File: config.mk
export PLATFORM = sky130hd
export DESIGN_NAME = drag_autoscroll_velocity_top
export DESIGN_NICKNAME = d
export VERILOG_FILES = /design/src/hdl/dav_pkg.sv /design/src/hdl/dav_div.sv /design/src/hdl/dav_core.sv /design/src/hdl/drag_autoscroll_velocity_top.sv
export SDC_FILE = /design/constraint.sdc
export NUM_CORES = 2
export LEC_CHECK = 0
export ABC_CLOCK_PERIOD_IN_PS = 9400
export CAP_MARGIN = 20
export CORE_MARGIN = 1
export CORE_UTILIZATION = 45
export DETAILED_ROUTE_END_ITERATION = 10
export DONT_BUFFER_PORTS = 1
export PLACE_DENSITY = 0.59
export SKIP_LAST_GASP = 1
export SYNTH_ARGS = -nofsm -noshare
export SYNTH_HDL_FRONTEND = slang
export SYNTH_HIERARCHICAL = 1
export SYNTH_SLANG_ARGS = --single-unit
File: constraint.sdc
create_clock -name i_clk -period 9.4 [get_ports i_clk]
set_input_delay 0.94 -clock i_clk [delete_from_list [all_inputs] [get_ports i_clk]]
set_output_delay 0.94 -clock i_clk [all_outputs]
set_load 0.01 [all_outputs]
File: src/hdl/dav_pkg.sv
// Shared constants, codes and types of the drag auto-scroll speed block.
package dav_pkg;

    localparam int COORD_BITS_DEF = 16;
    localparam int COORD_BITS_MAX = 32;

    localparam int TIME_W    = 32;
    localparam int LINES_W   = 12;
    localparam int LH_W      = 8;
    localparam int VEL_W     = 18;
    localparam int DIVISOR_W = 10;
    localparam int ZONE_W    = 3;
    localparam int SCALE_W   = 6;
    localparam int CFG_IDX_W = 2;

    // width of the quotient bit counter, sized for the longest division at the widest coordinates
    localparam int CNT_W = $clog2(COORD_BITS_MAX + 12 + 1);

    localparam int ZONE_LINES       = 4;
    localparam int EASE_MS_PER_LINE = 200;

    localparam int LH_RESET            = 16;
    localparam int SCREEN_TOP_RESET    = 0;
    localparam int SCREEN_BOTTOM_RESET = 768;

    typedef enum logic [CFG_IDX_W-1:0] {
        CFG_LINE_HEIGHT   = 2'd0,
        CFG_SCREEN_TOP    = 2'd1,
        CFG_SCREEN_BOTTOM = 2'd2
    } t_cfg_idx;

    typedef enum logic {
        OP_BEGIN = 1'b0,
        OP_MOVE  = 1'b1
    } t_opcode;

    typedef struct packed {
        logic             go;
        logic [CNT_W-1:0] nbits;
    } t_div_req;

endpackage

File: src/hdl/dav_div.sv
// Shared restoring divider, one quotient bit per cycle over a chosen bit count.
module dav_div import dav_pkg::*; #(
    parameter int DIVIDEND_W = COORD_BITS_DEF + 12
) (
    input  logic                  i_clk,
    input  logic                  i_rst_n,
    input  t_div_req              i_req,
    input  logic [DIVIDEND_W-1:0] i_dividend,
    input  logic [DIVISOR_W-1:0]  i_divisor,
    output logic                  o_done,
    output logic [DIVIDEND_W-1:0] o_quot
);

    logic                  r_busy;
    logic                  r_done;
    logic [CNT_W-1:0]      r_cnt;
    logic [DIVISOR_W-1:0]  r_div;
    logic [DIVISOR_W-1:0]  r_rem;
    logic [DIVIDEND_W-1:0] r_q;

    logic [DIVISOR_W:0]    w_trial;
    logic [DIVISOR_W:0]    w_diff;
    logic                  w_ge;
    logic [CNT_W-1:0]      w_align;

    assign w_trial = {r_rem, r_q[DIVIDEND_W-1]};
    assign w_diff  = w_trial - {1'b0, r_div};
    assign w_ge    = (w_trial >= {1'b0, r_div});
    // park the used dividend bits at the top so they shift out MSB first
    assign w_align = CNT_W'(DIVIDEND_W) - i_req.nbits;

    always_ff @(posedge i_clk) begin
        if (!i_rst_n) begin
            r_busy <= 1'b0;
            r_done <= 1'b0;
            r_cnt  <= '0;
        end else if (i_req.go) begin
            r_busy <= 1'b1;
            r_done <= 1'b0;
            r_cnt  <= i_req.nbits;
        end else if (r_busy) begin
            r_cnt <= r_cnt - CNT_W'(1);
            if (r_cnt == CNT_W'(1)) begin
                r_busy <= 1'b0;
                r_done <= 1'b1;
            end
        end else begin
            r_done <= 1'b0;
        end
    end

    always_ff @(posedge i_clk) begin
        if (i_req.go) begin
            r_q   <= i_dividend << w_align;
            r_rem <= '0;
            r_div <= i_divisor;
        end else if (r_busy) begin
            r_rem <= w_ge ? w_diff[DIVISOR_W-1:0] : w_trial[DIVISOR_W-1:0];
            r_q   <= {r_q[DIVIDEND_W-2:0], w_ge};
        end
    end

    assign o_done = r_done;
    assign o_quot = r_q;

endmodule

File: src/hdl/dav_core.sv
// Sequencer and datapath: zone setup, arming, entry times and eased speed.
module dav_core import dav_pkg::*; #(
    parameter int COORD_BITS = COORD_BITS_DEF
) (
    input  logic                         i_clk,
    input  logic                         i_rst_n,
    input  logic                         i_start,
    input  logic                         i_opcode,
    input  logic signed [COORD_BITS-1:0] i_pointer_y,
    input  logic [TIME_W-1:0]            i_time_ms,
    input  logic signed [COORD_BITS-1:0] i_frame_top,
    input  logic signed [COORD_BITS-1:0] i_frame_bottom,
    input  logic [LINES_W-1:0]           i_frame_lines,
    input  logic [LH_W-1:0]              i_line_height,
    input  logic signed [COORD_BITS-1:0] i_screen_top,
    input  logic signed [COORD_BITS-1:0] i_screen_bottom,
    input  logic                         i_res_take,
    output logic                         o_idle,
    output logic                         o_res_valid,
    output logic [VEL_W-1:0]             o_velocity
);

    localparam int CW = COORD_BITS;
    localparam int EW = CW + 1;   // zone edges and coordinate differences
    localparam int SW = CW + 2;   // sweep below a zone edge
    localparam int MW = CW + 3;   // shared multiplier, signed operand
    localparam int PW = CW + 14;  // shared multiplier product
    localparam int DW = CW + 12;  // dividend of the easing division
    localparam int LW = CW + 10;  // line boundaries in pixels
    localparam int VW = (CW + 4 > VEL_W) ? CW + 4 : VEL_W;

    localparam logic [EW-1:0] SAT_P = {2'b00, {(CW-1){1'b1}}};
    localparam logic [EW-1:0] SAT_N = {2'b01, {(CW-1){1'b0}}};

    typedef enum logic [16:0] {
        S_IDLE   = 17'h00001,
        S_BEGIN  = 17'h00002,
        S_WSTART = 17'h00004,
        S_CHK    = 17'h00008,
        S_WABOVE = 17'h00010,
        S_WBELOW = 17'h00020,
        S_CAP    = 17'h00040,
        S_WSCALE = 17'h00080,
        S_ZONE   = 17'h00100,
        S_MUL    = 17'h00200,
        S_MOVE   = 17'h00400,
        S_WSWEEP = 17'h00800,
        S_EMUL   = 17'h01000,
        S_EDIV   = 17'h02000,
        S_WEASE  = 17'h04000,
        S_VEL    = 17'h08000,
        S_DONE   = 17'h10000
    } t_state;

    t_state r_state;
    t_state n_state;

    // captured item
    logic signed [CW-1:0]  r_y;
    logic [TIME_W-1:0]     r_now;
    logic signed [CW-1:0]  r_ftop;
    logic signed [CW-1:0]  r_fbot;
    logic [LINES_W-1:0]    r_flines;

    // drag state
    logic signed [CW-1:0]  r_start_line;
    logic signed [CW-1:0]  r_seen_top;
    logic signed [CW-1:0]  r_seen_bot;
    logic signed [EW-1:0]  r_top_edge;
    logic signed [EW-1:0]  r_bot_edge;
    logic [DIVISOR_W-1:0]  r_top_ease;
    logic [DIVISOR_W-1:0]  r_bot_ease;
    logic                  r_moved_up;
    logic                  r_moved_down;
    logic                  r_in_top;
    logic                  r_in_bot;
    logic [TIME_W-1:0]     r_top_entry;
    logic [TIME_W-1:0]     r_bot_entry;

    // working registers
    logic                  r_neg;
    logic [ZONE_W-1:0]     r_ztop;
    logic [ZONE_W-1:0]     r_zbot;
    logic [2:0]            r_cap3;
    logic signed [PW-1:0]  r_prod;
    logic                  r_up;
    logic                  r_ease_on;
    logic [DIVISOR_W-1:0]  r_elap10;
    logic [DIVISOR_W-1:0]  r_period;
    logic [SW-1:0]         r_eased;
    logic [VEL_W-1:0]      r_vel;

    // divider hookup
    t_div_req              w_div_req;
    logic [DW-1:0]         w_div_dividend;
    logic [DIVISOR_W-1:0]  w_div_divisor;
    logic                  w_div_done;
    logic [DW-1:0]         w_quot;

    logic [LH_W-1:0]       w_lh;
    logic signed [EW-1:0]  w_y_e;
    logic signed [EW-1:0]  w_ftop_e;
    logic signed [EW-1:0]  w_fbot_e;
    logic signed [EW-1:0]  w_begin_diff;
    logic [EW-1:0]         w_begin_mag;
    logic signed [EW-1:0]  w_above;
    logic signed [EW-1:0]  w_below;
    logic [EW-1:0]         w_q_line;
    logic signed [CW-1:0]  w_sat_line;
    logic [ZONE_W-1:0]     w_qzone;
    logic                  w_frame_new;
    logic [ZONE_W:0]       w_sum;
    logic [LINES_W-2:0]    w_cap;
    logic                  w_over;
    logic [SCALE_W-1:0]    w_scale_num;
    logic [10:0]           w_tz_px;
    logic [10:0]           w_bz_px;
    logic signed [MW-1:0]  w_mul_a;
    logic [DIVISOR_W-1:0]  w_mul_b;
    logic signed [PW-1:0]  w_mul_p;
    logic signed [LW-1:0]  w_y_l;
    logic signed [LW-1:0]  w_line0;
    logic signed [LW-1:0]  w_line1;
    logic                  w_mu;
    logic                  w_md;
    logic                  w_it;
    logic                  w_ib;
    logic [TIME_W-1:0]     w_tent;
    logic [TIME_W-1:0]     w_bent;
    logic [TIME_W-1:0]     w_tel;
    logic [TIME_W-1:0]     w_bel;
    logic [SW-1:0]         w_tsweep;
    logic [SW-1:0]         w_bsweep;
    logic signed [VW-1:0]  w_eased_v;
    logic signed [VW-1:0]  w_vel;

    dav_div #(
        .DIVIDEND_W (DW)
    ) u_div (
        .i_clk      (i_clk),
        .i_rst_n    (i_rst_n),
        .i_req      (w_div_req),
        .i_dividend (w_div_dividend),
        .i_divisor  (w_div_divisor),
        .o_done     (w_div_done),
        .o_quot     (w_quot)
    );

    // a line height of zero counts as one
    assign w_lh = (i_line_height == '0) ? LH_W'(1) : i_line_height;

    assign w_y_e    = $signed({r_y[CW-1], r_y});
    assign w_ftop_e = $signed({r_ftop[CW-1], r_ftop});
    assign w_fbot_e = $signed({r_fbot[CW-1], r_fbot});

    assign w_begin_diff = w_y_e - w_ftop_e;
    assign w_begin_mag  = w_begin_diff[EW-1] ? -w_begin_diff : w_begin_diff;
    assign w_above = w_ftop_e - $signed({i_screen_top[CW-1], i_screen_top});
    assign w_below = $signed({i_screen_bottom[CW-1], i_screen_bottom}) - w_fbot_e;

    // start line: magnitude quotient, sign put back, then saturated
    assign w_q_line = w_quot[EW-1:0];
    always_comb begin
        if (!r_neg)
            w_sat_line = (w_q_line > SAT_P) ? $signed(SAT_P[CW-1:0])
                                            : $signed(w_q_line[CW-1:0]);
        else
            w_sat_line = (w_q_line > SAT_N) ? $signed(SAT_N[CW-1:0])
                                            : $signed(-w_q_line[CW-1:0]);
    end

    assign w_qzone = (w_quot < DW'(ZONE_LINES)) ?
                     ZONE_W'(ZONE_LINES) - w_quot[ZONE_W-1:0] : '0;

    assign w_frame_new = (r_seen_top != r_ftop) || (r_seen_bot != r_fbot);

    // zone cap is half the frame lines
    assign w_sum       = {1'b0, r_ztop} + {1'b0, r_zbot};
    assign w_cap       = r_flines[LINES_W-1:1];
    assign w_over      = ((LINES_W-1)'(w_sum) > w_cap);
    assign w_scale_num = ({3'b000, r_zbot} * {3'b000, w_cap[2:0]})
                       + SCALE_W'(w_sum >> 1);

    assign w_tz_px = 11'(r_ztop) * 11'(w_lh);
    assign w_bz_px = 11'(r_zbot) * 11'(w_lh);

    // shared multiplier: line height by start line, or sweep by elapsed time
    assign w_mul_a = (r_state == S_EMUL) ? $signed({1'b0, r_eased})
                                         : $signed({{3{r_start_line[CW-1]}}, r_start_line});
    assign w_mul_b = (r_state == S_EMUL) ? r_elap10 : {{(DIVISOR_W-LH_W){1'b0}}, w_lh};
    assign w_mul_p = w_mul_a * $signed({1'b0, w_mul_b});

    assign w_y_l   = $signed({{(LW-CW){r_y[CW-1]}}, r_y});
    assign w_line0 = $signed({{(LW-CW){r_seen_top[CW-1]}}, r_seen_top})
                   + $signed(r_prod[LW-1:0]);
    assign w_line1 = w_line0 + $signed({{(LW-LH_W){1'b0}}, w_lh});

    assign w_mu = r_moved_up   || (w_y_l < w_line0);
    assign w_md = r_moved_down || (w_y_l >= w_line1);
    assign w_it = w_mu && (w_y_e <= r_top_edge);
    assign w_ib = w_md && (w_y_e >= r_bot_edge);

    assign w_tent = (!r_in_top && w_it) ? r_now : r_top_entry;
    assign w_bent = (!r_in_bot && w_ib) ? r_now : r_bot_entry;
    assign w_tel  = r_now - w_tent;
    assign w_bel  = r_now - w_bent;

    assign w_tsweep = {r_top_edge[EW-1], r_top_edge} - {w_y_e[EW-1], w_y_e};
    assign w_bsweep = {w_y_e[EW-1], w_y_e} - {r_bot_edge[EW-1], r_bot_edge};

    // -1 - e is ~e
    assign w_eased_v = $signed({{(VW-SW){1'b0}}, r_eased});
    assign w_vel     = r_up ? ~w_eased_v : w_eased_v + $signed(VW'(1));

    always_comb begin
        n_state        = r_state;
        w_div_req.go    = 1'b0;
        w_div_req.nbits = '0;
        w_div_dividend = '0;
        w_div_divisor  = {{(DIVISOR_W-LH_W){1'b0}}, w_lh};
        unique case (r_state)
            S_IDLE: begin
                if (i_start)
                    n_state = (i_opcode == OP_BEGIN) ? S_BEGIN : S_CHK;
            end
            S_BEGIN: begin
                w_div_req.go    = 1'b1;
                w_div_req.nbits = CNT_W'(EW);
                w_div_dividend  = {{(DW-EW){1'b0}}, w_begin_mag};
                n_state         = S_WSTART;
            end
            S_WSTART: begin
                if (w_div_done)
                    n_state = S_CHK;
            end
            S_CHK: begin
                if (w_frame_new) begin
                    w_div_req.go    = 1'b1;
                    w_div_req.nbits = CNT_W'(EW);
                    w_div_dividend  = w_above[EW-1] ? '0 : {{(DW-EW){1'b0}}, w_above};
                    n_state         = S_WABOVE;
                end else begin
                    n_state = S_MUL;
                end
            end
            S_WABOVE: begin
                if (w_div_done) begin
                    w_div_req.go    = 1'b1;
                    w_div_req.nbits = CNT_W'(EW);
                    w_div_dividend  = w_below[EW-1] ? '0 : {{(DW-EW){1'b0}}, w_below};
                    n_state         = S_WBELOW;
                end
            end
            S_WBELOW: begin
                if (w_div_done)
                    n_state = S_CAP;
            end
            S_CAP: begin
                if (w_over) begin
                    w_div_req.go    = 1'b1;
                    w_div_req.nbits = CNT_W'(SCALE_W);
                    w_div_dividend  = {{(DW-SCALE_W){1'b0}}, w_scale_num};
                    w_div_divisor   = {{(DIVISOR_W-ZONE_W-1){1'b0}}, w_sum};
                    n_state         = S_WSCALE;
                end else begin
                    n_state = S_ZONE;
                end
            end
            S_WSCALE: begin
                if (w_div_done)
                    n_state = S_ZONE;
            end
            S_ZONE: n_state = S_MUL;
            S_MUL:  n_state = S_MOVE;
            S_MOVE: begin
                if (w_it) begin
                    w_div_req.go    = 1'b1;
                    w_div_req.nbits = CNT_W'(SW);
                    w_div_dividend  = {{(DW-SW){1'b0}}, w_tsweep};
                    n_state         = S_WSWEEP;
                end else if (w_ib) begin
                    w_div_req.go    = 1'b1;
                    w_div_req.nbits = CNT_W'(SW);
                    w_div_dividend  = {{(DW-SW){1'b0}}, w_bsweep};
                    n_state         = S_WSWEEP;
                end else begin
                    n_state = S_DONE;
                end
            end
            S_WSWEEP: begin
                if (w_div_done)
                    n_state = r_ease_on ? S_EMUL : S_VEL;
            end
            S_EMUL: n_state = S_EDIV;
            S_EDIV: begin
                w_div_req.go    = 1'b1;
                w_div_req.nbits = CNT_W'(DW);
                w_div_dividend  = r_prod[DW-1:0];
                w_div_divisor   = r_period;
                n_state         = S_WEASE;
            end
            S_WEASE: begin
                if (w_div_done)
                    n_state = S_VEL;
            end
            S_VEL: n_state = S_DONE;
            S_DONE: begin
                if (i_res_take)
                    n_state = S_IDLE;
            end
            default: n_state = S_IDLE;
        endcase
    end

    always_ff @(posedge i_clk) begin
        if (!i_rst_n) begin
            r_state      <= S_IDLE;
            r_start_line <= '0;
            r_seen_top   <= '0;
            r_seen_bot   <= '0;
            r_top_edge   <= '0;
            r_bot_edge   <= '0;
            r_top_ease   <= '0;
            r_bot_ease   <= '0;
            r_moved_up   <= 1'b0;
            r_moved_down <= 1'b0;
            r_in_top     <= 1'b0;
            r_in_bot     <= 1'b0;
            r_top_entry  <= '0;
            r_bot_entry  <= '0;
        end else begin
            r_state <= n_state;
            unique case (r_state)
                S_IDLE: begin
                    // begin event wipes the drag, stored frame bounds included
                    if (i_start && (i_opcode == OP_BEGIN)) begin
                        r_start_line <= '0;
                        r_seen_top   <= '0;
                        r_seen_bot   <= '0;
                        r_top_edge   <= '0;
                        r_bot_edge   <= '0;
                        r_top_ease   <= '0;
                        r_bot_ease   <= '0;
                        r_moved_up   <= 1'b0;
                        r_moved_down <= 1'b0;
                        r_in_top     <= 1'b0;
                        r_in_bot     <= 1'b0;
                        r_top_entry  <= '0;
                        r_bot_entry  <= '0;
                    end
                end
                S_WSTART: begin
                    if (w_div_done)
                        r_start_line <= w_sat_line;
                end
                S_CHK: begin
                    if (w_frame_new) begin
                        r_seen_top <= r_ftop;
                        r_seen_bot <= r_fbot;
                    end
                end
                S_ZONE: begin
                    r_top_edge <= w_ftop_e - $signed(EW'(1))
                                + $signed({{(EW-11){1'b0}}, w_tz_px});
                    r_bot_edge <= w_fbot_e - $signed({{(EW-11){1'b0}}, w_bz_px});
                    r_top_ease <= DIVISOR_W'(r_ztop) * DIVISOR_W'(EASE_MS_PER_LINE);
                    r_bot_ease <= DIVISOR_W'(r_zbot) * DIVISOR_W'(EASE_MS_PER_LINE);
                end
                S_MOVE: begin
                    r_moved_up   <= w_mu;
                    r_moved_down <= w_md;
                    r_in_top     <= w_it;
                    r_in_bot     <= w_ib;
                    r_top_entry  <= w_tent;
                    r_bot_entry  <= w_bent;
                end
                default: ;
            endcase
        end
    end

    always_ff @(posedge i_clk) begin
        if ((r_state == S_IDLE) && i_start) begin
            r_y      <= i_pointer_y;
            r_now    <= i_time_ms;
            r_ftop   <= i_frame_top;
            r_fbot   <= i_frame_bottom;
            r_flines <= i_frame_lines;
        end
        unique case (r_state)
            S_BEGIN: r_neg <= w_begin_diff[EW-1];
            S_WABOVE: begin
                if (w_div_done)
                    r_ztop <= w_qzone;
            end
            S_WBELOW: begin
                if (w_div_done)
                    r_zbot <= w_qzone;
            end
            S_CAP: r_cap3 <= w_cap[2:0];
            S_WSCALE: begin
                // bottom zone rescaled, top takes the rest of the cap
                if (w_div_done) begin
                    r_zbot <= w_quot[ZONE_W-1:0];
                    r_ztop <= r_cap3 - w_quot[ZONE_W-1:0];
                end
            end
            S_MUL:  r_prod <= w_mul_p;
            S_EMUL: r_prod <= w_mul_p;
            S_MOVE: begin
                if (w_it) begin
                    r_up      <= 1'b1;
                    r_period  <= r_top_ease;
                    r_ease_on <= (w_tel < {{(TIME_W-DIVISOR_W){1'b0}}, r_top_ease});
                    r_elap10  <= w_tel[DIVISOR_W-1:0];
                end else if (w_ib) begin
                    r_up      <= 1'b0;
                    r_period  <= r_bot_ease;
                    r_ease_on <= (w_bel < {{(TIME_W-DIVISOR_W){1'b0}}, r_bot_ease});
                    r_elap10  <= w_bel[DIVISOR_W-1:0];
                end else begin
                    r_vel <= '0;
                end
            end
            S_WSWEEP: begin
                if (w_div_done)
                    r_eased <= w_quot[SW-1:0];
            end
            S_WEASE: begin
                if (w_div_done)
                    r_eased <= w_quot[SW-1:0];
            end
            S_VEL: r_vel <= w_vel[VEL_W-1:0];
            default: ;
        endcase
    end

    assign o_idle      = (r_state == S_IDLE);
    assign o_res_valid = (r_state == S_DONE);
    assign o_velocity  = r_vel;

endmodule

File: src/hdl/drag_autoscroll_velocity_top.sv
// Drag auto-scroll speed: configuration registers, core and output register.
//
//  channel  | valid / ready            | payload
//  ---------+--------------------------+--------------------------------------------
//  item in  | i_valid / o_ready        | i_opcode i_pointer_y i_time_ms i_frame_top
//           |                          | i_frame_bottom i_frame_lines
//  result   | o_valid / i_ready        | o_velocity
//  config   | i_cfg_valid / o_cfg_ready| i_cfg_index i_cfg_data
//
// An item uses the one shared serial divider for each of its divisions, each over
// its own count of quotient bits: from none (no zone) to six (begin with new frame
// bounds, rescaled zones and easing).
// Reset is synchronous, active low; it restores the register defaults and
// clears all drag state. A held result stalls the core until it is taken;
// o_ready stays low from acceptance until the result enters the output register.
module drag_autoscroll_velocity_top import dav_pkg::*; #(
    parameter int COORD_BITS = COORD_BITS_DEF
) (
    input  logic                         i_clk,
    input  logic                         i_rst_n,
    input  logic                         i_valid,
    output logic                         o_ready,
    input  logic                         i_opcode,
    input  logic signed [COORD_BITS-1:0] i_pointer_y,
    input  logic [TIME_W-1:0]            i_time_ms,
    input  logic signed [COORD_BITS-1:0] i_frame_top,
    input  logic signed [COORD_BITS-1:0] i_frame_bottom,
    input  logic [LINES_W-1:0]           i_frame_lines,
    output logic                         o_valid,
    input  logic                         i_ready,
    output logic signed [VEL_W-1:0]      o_velocity,
    input  logic                         i_cfg_valid,
    output logic                         o_cfg_ready,
    input  logic [CFG_IDX_W-1:0]         i_cfg_index,
    input  logic [COORD_BITS-1:0]        i_cfg_data
);

    logic [LH_W-1:0]              r_line_height;
    logic signed [COORD_BITS-1:0] r_screen_top;
    logic signed [COORD_BITS-1:0] r_screen_bottom;
    logic                         r_out_valid;
    logic [VEL_W-1:0]             r_velocity;

    logic                         w_core_idle;
    logic                         w_res_valid;
    logic [VEL_W-1:0]             w_res_vel;
    logic                         w_out_load;
    logic                         w_accept;

    assign w_accept   = i_valid && w_core_idle;
    assign w_out_load = w_res_valid && (!r_out_valid || i_ready);

    always_ff @(posedge i_clk) begin
        if (!i_rst_n) begin
            r_line_height   <= LH_W'(LH_RESET);
            r_screen_top    <= COORD_BITS'(SCREEN_TOP_RESET);
            r_screen_bottom <= COORD_BITS'(SCREEN_BOTTOM_RESET);
        end else if (i_cfg_valid) begin
            unique case (i_cfg_index)
                CFG_LINE_HEIGHT:   r_line_height   <= i_cfg_data[LH_W-1:0];
                CFG_SCREEN_TOP:    r_screen_top    <= $signed(i_cfg_data);
                CFG_SCREEN_BOTTOM: r_screen_bottom <= $signed(i_cfg_data);
                default: ;
            endcase
        end
    end

    dav_core #(
        .COORD_BITS (COORD_BITS)
    ) u_core (
        .i_clk           (i_clk),
        .i_rst_n         (i_rst_n),
        .i_start         (w_accept),
        .i_opcode        (i_opcode),
        .i_pointer_y     (i_pointer_y),
        .i_time_ms       (i_time_ms),
        .i_frame_top     (i_frame_top),
        .i_frame_bottom  (i_frame_bottom),
        .i_frame_lines   (i_frame_lines),
        .i_line_height   (r_line_height),
        .i_screen_top    (r_screen_top),
        .i_screen_bottom (r_screen_bottom),
        .i_res_take      (w_out_load),
        .o_idle          (w_core_idle),
        .o_res_valid     (w_res_valid),
        .o_velocity      (w_res_vel)
    );

    always_ff @(posedge i_clk) begin
        if (!i_rst_n)
            r_out_valid <= 1'b0;
        else if (w_out_load)
            r_out_valid <= 1'b1;
        else if (i_ready)
            r_out_valid <= 1'b0;
    end

    always_ff @(posedge i_clk) begin
        if (w_out_load)
            r_velocity <= w_res_vel;
    end

    assign o_ready     = w_core_idle;
    assign o_valid     = r_out_valid;
    assign o_velocity  = $signed(r_velocity);
    assign o_cfg_ready = 1'b1;

`ifndef SYNTHESIS
    a_accept_busy: assert property (@(posedge i_clk) disable iff (!i_rst_n)
        (i_valid && o_ready) |=> !o_ready)
        else $error("block still ready after taking an item");

    a_result_held: assert property (@(posedge i_clk) disable iff (!i_rst_n)
        (w_res_valid && !w_out_load) |=> (w_res_valid && $stable(w_res_vel)))
        else $error("core result dropped or changed before hand-off");

    a_load_shows: assert property (@(posedge i_clk) disable iff (!i_rst_n)
        w_out_load |=> (o_valid && (r_velocity == $past(w_res_vel))))
        else $error("loaded result not presented");
`endif

endmodule
# Word level (Yosys, flattened, before mapping)
# Cells that the tools add are included.
[word_totals] reg_bits=490 latch_bits=0 ramBits=0 mem_bits_ro=0 out_inout_bits=21 memories=0
[classes] addsub=22 multipliers=6 div=0 n_lt_le_gt_ge=11 n_eq_ne=34 shifts=1 mux=88 bitwise=4 n_reduce_logical=43
[op_table] operator="17-bit case mux with 17 select lines" n=1
[op_table] operator="17-bit 2-to-1 mux" n=12
[op_table] operator="28-bit case mux with 6 select lines" n=1
[op_table] operator="16-bit 2-to-1 mux" n=10
[op_table] operator="28-bit 2-to-1 mux" n=5
[op_table] operator="32-bit case mux with 2 select lines" n=2
[op_table] operator="32-bit 2-to-1 mux" n=3
[op_table] operator="16-bit case mux with 2 select lines" n=3
[op_table] operator="10-bit 2-to-1 mux" n=8
[op_table] operator="18-bit 2-to-1 mux" n=4
[op_table] operator="17-bit case mux with 2 select lines" n=2
[op_table] operator="32-bit by 10-bit < comparator with 1-bit output" n=2
[op_table] operator="32-bit subtractor" n=2
[op_table] operator="10-bit case mux with 2 select lines" n=3
[op_table] operator="16-bit by 16-bit subtractor with 17-bit output" n=3
[op_table] operator="7-bit case mux with 6 select lines" n=1
[op_table] operator="18-bit case mux with 2 select lines" n=1
[op_table] operator="7-bit 2-to-1 mux" n=5
[op_table] operator="16-bit != test" n=2
[op_table] operator="28-bit by 3-bit < comparator with 1-bit output (second input constant)" n=1
[op_table] operator="19-bit by 11-bit multiplier with 28-bit output" n=1
[op_table] operator="28-bit by 6-bit << shifter with 28-bit output" n=1
[op_table] operator="16-bit by 26-bit adder with 26-bit output" n=1
[op_table] operator="26-bit by 9-bit adder with 26-bit output" n=1
[op_table] operator="70 further kinds" n=134

# Logic depth before layout (Yosys ltp)
[depth] ltp_word=12 depth_mapped=47

# Modules after synthesis
# The synthesis kept the hierarchy.
[by_module_without_submodules] mod="dav_core" instances=1 cells_per_inst=4198 area_per_inst_um2=36202.2 seq_area_each_um2=9078.7
[by_module_without_submodules] mod="dav_div" instances=1 cells_per_inst=465 area_per_inst_um2=4267.8 seq_area_each_um2=1501.4
[by_module_without_submodules] mod="drag_autoscroll_velocity_top" instances=1 cells_per_inst=176 area_per_inst_um2=2119.5 seq_area_each_um2=1361.3

# Worst setup path after synthesis
# OpenSTA, ideal clock, no wires.
[synth_timing] path_kind="reg2reg" start="register u_core.r_prod[0]" end="register u_core.r_ease_on, data pin" setup_time_ps=188 t_arrival_ps=9260 path_slack_ps=-48 stages_incl_launch_ff=44 n_path_buf=1 cell_sequence="edfxtp_1 ha_1 fa_1 a211o_1 a211o_1 a22o_1 a21oi_1 xnor2_1 nand4_1 or4_1 or2_1 nor3_2 nand3_1 xnor2_1 ha_1 nand4_1 or2_2 nor2_1 [8 not listed] o31a_1 o41a_1 nor2_1 nor2_1 o21ai_0 nand2b_1 xor2_1 ha_1 a222oi_1 o311ai_0 nor4_1 nand4_1 nor4_1 o2111ai_1 nor3_1 o2111a_1 nand4_1 o41ai_1"
[synth_between] elab_chain_len=11 elab_cells_between_ends=18 classes_between="add/sub (4); order compare (4); mux (4); reduce/logical (6)"
[synth_lines] item="from (decl)" line_no="dav_core.sv:85" source="logic signed [PW-1:0] r_prod;"
[synth_lines] item="from (signal assigned)" line_no="dav_core.sv:408" source="S_MUL: r_prod <= w_mul_p;"
[synth_lines] item="from (signal assigned)" line_no="dav_core.sv:409" source="S_EMUL: r_prod <= w_mul_p;"
[synth_lines] item="16-bit by 26-bit adder with 26-bit output *" line_no="dav_core.sv:195" source="+ $signed(r_prod[LW-1:0]);"
[synth_lines] item="26-bit by 9-bit adder with 26-bit output" line_no="dav_core.sv:196" source="assign w_line1 = w_line0 + $signed({{(LW-LH_W){1'b0}}, w_lh});"
[synth_lines] item="16-bit by 26-bit greater-or-equal comparator with 1-bit output" line_no="dav_core.sv:199" source="assign w_md = r_moved_down || (w_y_l >= w_line1);"
[synth_lines] item="1-bit logical OR" line_no="dav_core.sv:199"
[synth_lines] item="1-bit logical AND" line_no="dav_core.sv:201" source="assign w_ib = w_md && (w_y_e >= r_bot_edge);"
[synth_lines] item="1-bit logical AND" line_no="dav_core.sv:204" source="assign w_bent = (!r_in_bot && w_ib) ? r_now : r_bot_entry;"
[synth_lines] item="32-bit 2-to-1 mux" line_no="dav_core.sv:204"
[synth_lines] item="32-bit subtractor" line_no="dav_core.sv:206" source="assign w_bel = r_now - w_bent;"
[synth_lines] item="32-bit by 10-bit < comparator with 1-bit output" line_no="dav_core.sv:419" source="r_ease_on <= (w_bel < {{(TIME_W-DIVISOR_W){1'b0}}, r_bot_ease});"
[synth_lines] item="1-bit 2-to-1 mux" line_no="dav_core.sv:416" source="end else if (w_ib) begin"
[synth_lines] item="1-bit 2-to-1 mux *" line_no="dav_core.sv:411" source="if (w_it) begin"
[synth_lines] item="to (signal assigned)" line_no="dav_core.sv:414" source="r_ease_on <= (w_tel < {{(TIME_W-DIVISOR_W){1'b0}}, r_top_ease});"
[synth_lines] item="to (signal assigned)" line_no="dav_core.sv:419"
[synth_lines] item="to (decl)" line_no="dav_core.sv:87" source="logic r_ease_on;"
# Every way passes the cells marked *; elsewhere a longest branch is shown, timed or not. The select of a mux whose other input is x is not followed.
# A chain may end at the register's enable or synchronous reset.

# Final worst setup path
# Same ends and word-level chain as after synthesis.

==> metrics.md <==
| Metric | Value |
|---|---|
| Unrepaired setup endpoints after global routing | `true` |
| CP Class | `reg -> reg` |
| Startpoint types | `register` |
| Crit path max fanout | `5` |
| HP Class | `in -> reg` |
| Pre-CTS setup slack | `-0.799 ns` |
| Initial antenna violation count | `5` |
| Synthesized instance count | `4,839` |
| Post-layout util | `51.4%` |
| Wire per inst | `21.8 microns` |
| Antenna viol nets, final | `0` |
| Status | `finished with violations` |
| Full die area | `95,900 sq um` |
| Cts hold-fix bufs | `0` |
| Reg2Reg Setup Slack | `-0.35 ns` |
| Root Driver | `clkbuf_16` |
| Remaining DRCs | `0` |
| Total routed wirelength | `138,000 microns` |
| Crit end category | `register` |
| CTS tree | `done` |
| Final TNS setup | `-0.349 ns` |
| Reg2reg end | `u_core/r_ease_on` |
| Ports | `137` |
| Slew at the pin closest to its max-slew limit | `1.13 ns` |
| Layout cells sized above 1 | `10.5%` |
| Largest net degree at the start of global routing | `223` |
| Synthesis Warnings | `6` |
| First-pass GRT wire length | `208,000 microns` |
| Leakage | `20.4 nW` |
| N_diodes | `0` |
| Worst Reg-to-Reg Cells | `42` |
| Clock Path Buffers | `3` |
| Worst Hold End | `u_core/r_ftop[0]` |
| Detailed placement HPWL | `108,000 microns` |
| Max incr delay on CP | `0.46 ns` |
| Hold Path Cell Cnt | `0` |
| Yosys reg bits | `477` |
| CTS buffer count | `58` |
| Psw | `4.55 mW` |
| Worst R2R Start | `u_core/r_prod[0]` |
| H-tree depth | `2` |
| Internal power | `6.16 mW` |
| Fmax | `0.103 GHz` |
| Rows | `112` |
| Setup ws final | `-0.349 ns` |
| Skew final | `0.0452 ns` |
| Synth-to-Final Area Change | `12.8%` |
| Final worst path period need | `9.75 ns` |
| Critical path's top delay family | `compound AO/OA/AOI/OAI gates` |
| Buf/Inv on CP | `0` |
| Routability Congestion | `0.992` |
| Synthesized area per cell | `8.80 sq um` |
| Placeable Area | `93,500 sq um` |
| Vias per cell | `5.71` |
| Layout net count | `5,732` |
| Die Span Y | `310 microns` |
| Vias in the first global route | `34,265` |
| Slowest CP cell | `or4_4` |
| Critical path arrival | `10.23 ns` |
| Maximum VDD drop | `199 uV` |
| PD cells | `223 nW/um^2` |
| Net Sw Frac | `42.5%` |
| CP required | `9.88 ns` |
| Via count | `36,152` |
| Failing checks | `negative setup slack` |
| CP dominant cell by count | `nand4_1` |
| Syn Std Cell Area | `42,600 sq um` |
| Initial Utilization | `45.6%` |
| Initial detailed-routing violation count | `2,908` |
| Gr usage total | `28.5%` |
| Unique masters post-synth | `108` |
| Hold path start | `i_frame_top[0]` |
| Grt ovf | `0` |
| Final Max Slew Viols | `0` |
| Clock Sinks | `477` |
| Number of synthesized flops with an enable pin | `239` |
| Clk_lat worst skew | `0.69 ns` |
| WHS | `0.341 ns` |
| Clk pwr share | `22.7%` |
| Fillers | `8,890` |
| Period utilization | `104%` |
| Part of the power in combinational logic | `51.2%` |
| Clock slew at reported path FFs | `0.06 ns` |
| Final hold violation count | `0` |
| DRT Pass-1 Iters | `6` |
| Seq pwr share | `26.1%` |
| Ys async rst share | `0%` |
| Max-Cap Viols | `0` |
| Max-slew headroom at the worst pin | `24.9%` |
| Setup violators final | `1` |
| PortBufs | `0` |
| Ys flop type | `edfxtp_1` |
| Register area share after synthesis | `28.0%` |
| Die width | `310 microns` |
[power groups by stage]
stage / logic [mW] / clock network [mW] / registers [mW]
4_1_cts: 5.40 / 2.49 / 2.78
2_1_floorplan: 3.74 / 0 / 2.65
3_3_place_gp: 5.32 / 0 / 2.82
5_1_grt: 6.01 / 2.56 / 2.80
3_5_place_dp: 5.32 / 0 / 2.82
6_report: 5.49 / 2.43 / 2.79
[sequential cells by signal, summed over array words and instances (netlist names), 18 cells and up]
signal and flops:
o_velocity 18, u_core/o_velocity 18, u_core/r_bot_entry 32, u_core/r_eased 18
u_core/r_now 32, u_core/r_prod 28, u_core/r_top_entry 32, u_core/u_div/o_quot 28
[layer usage]
metal	part of all wire [%]	track usage [%]
met4	2.9	8.23
met5	0.0072	0
met1	46	40.1
met3	6.2	4.04
met2	45	45.4
[kinds of logic after synthesis]
| logic type | Yosys count | synth area share (%) |
|---|---|---|
| flops | 477 | 28.0 |
| other cells | 2 | 0.0176 |
| simple gates | 1542 | 17.6 |
| fa+ha+maj | 592 | 20.8 |
| mux | 189 | 4.68 |
| compound gates | 1072 | 16.6 |
| xor+xnor | 290 | 6.00 |
| buf+inv | 675 | 6.28 |
[layout by cell type (no fill, tap or decap), drive strengths merged, types with 26 or more instances in the layout]
cell type	count
dfxtp	238
xnor2	175
o21a	45
a21o	104
inv	487
o22ai	28
nor4	26
and2	123
fa	192
buf	312
and3	69
nor2	297
a21oi	235
a22oi	52
nand4	48
a21boi	48
o21ai	249
nor2b	94
nand2b	48
nor3	76
ha	400
mux2i	169
edfxtp	239
a211oi	39
xor2	115
nand2	553
o211ai	28
o21bai	34
nand3	98
a31oi	27
clkbuf	67
[worst max-delay path by stage]
stage          cells past startpoint              from               end
2_1_floorplan                     43  u_core/r_prod[0]  u_core/r_ease_on
3_3_place_gp                      42  u_core/r_prod[0]  u_core/r_ease_on
3_5_place_dp                      42  u_core/r_prod[0]  u_core/r_ease_on
4_1_cts                           42  u_core/r_prod[0]  u_core/r_ease_on
5_1_grt                           42  u_core/r_prod[0]  u_core/r_ease_on
6_report                          42  u_core/r_prod[0]  u_core/r_ease_on
[Yosys cell counts, types with 23 or more instances]
cell	number	area [sq um]
dfxtp_1	238	4760
nand3_1	98	490
nor3_1	75	375
fa_1	192	3840
nand2_1	553	2080
and2_1	123	769
ha_1	400	5000
xor2_1	115	1010
o221ai_1	25	219
clkbuf_1	141	529
o21bai_1	34	255
o22ai_1	28	175
and3_1	69	432
a211oi_1	37	278
nor4_1	26	163
buf_2	25	125
mux2i_1	169	1690
edfxtp_1	239	7180
o31ai_1	23	173
nand4_1	48	300
a21o_1	103	773
a21oi_1	233	1170
nor2_1	296	1110
nor2b_1	94	588
a22oi_1	52	390
o21ai_0	234	1170
inv_1	477	1790
o21a_1	45	338
xnor2_1	173	1520
nand2b_1	47	294
a31oi_1	27	169
a21boi_0	47	353
o211ai_1	28	210
[cell type report]
cell class | count | area [sq um] | share of cell area [%]
clock buffers | 67 | 1550 | 3.22
clock inverters | 43 | 492 | 1.02
inverters | 482 | 1810 | 3.77
multi-input cells | 3693 | 28300 | 58.9
flip-flops and latches | 477 | 11900 | 24.9
well taps | 1254 | 1570 | 3.27
repair buffers | 312 | 2390 | 4.98
[stage by stage]
stage	cell area (sq um)	cells	power, mW
6_report	48000	6328	10.7
5_1_grt	48000	6328	11.4
4_1_cts	47800	6320	10.7
3_5_place_dp	45600	6198	8.14
3_3_place_gp	45600	6198	8.14
2_1_floorplan	42600	4845	6.39
[repair_timing]
item | 4_1_cts | 5_1_grt
setup buffers | 12 | 4
endpoints found under the hold margin | 0 | 0
resized for setup | 25 | 20
pin swaps | 23 | 27
setup endpoints to repair | 1 | 1
(Power assumes the default switching activity.)
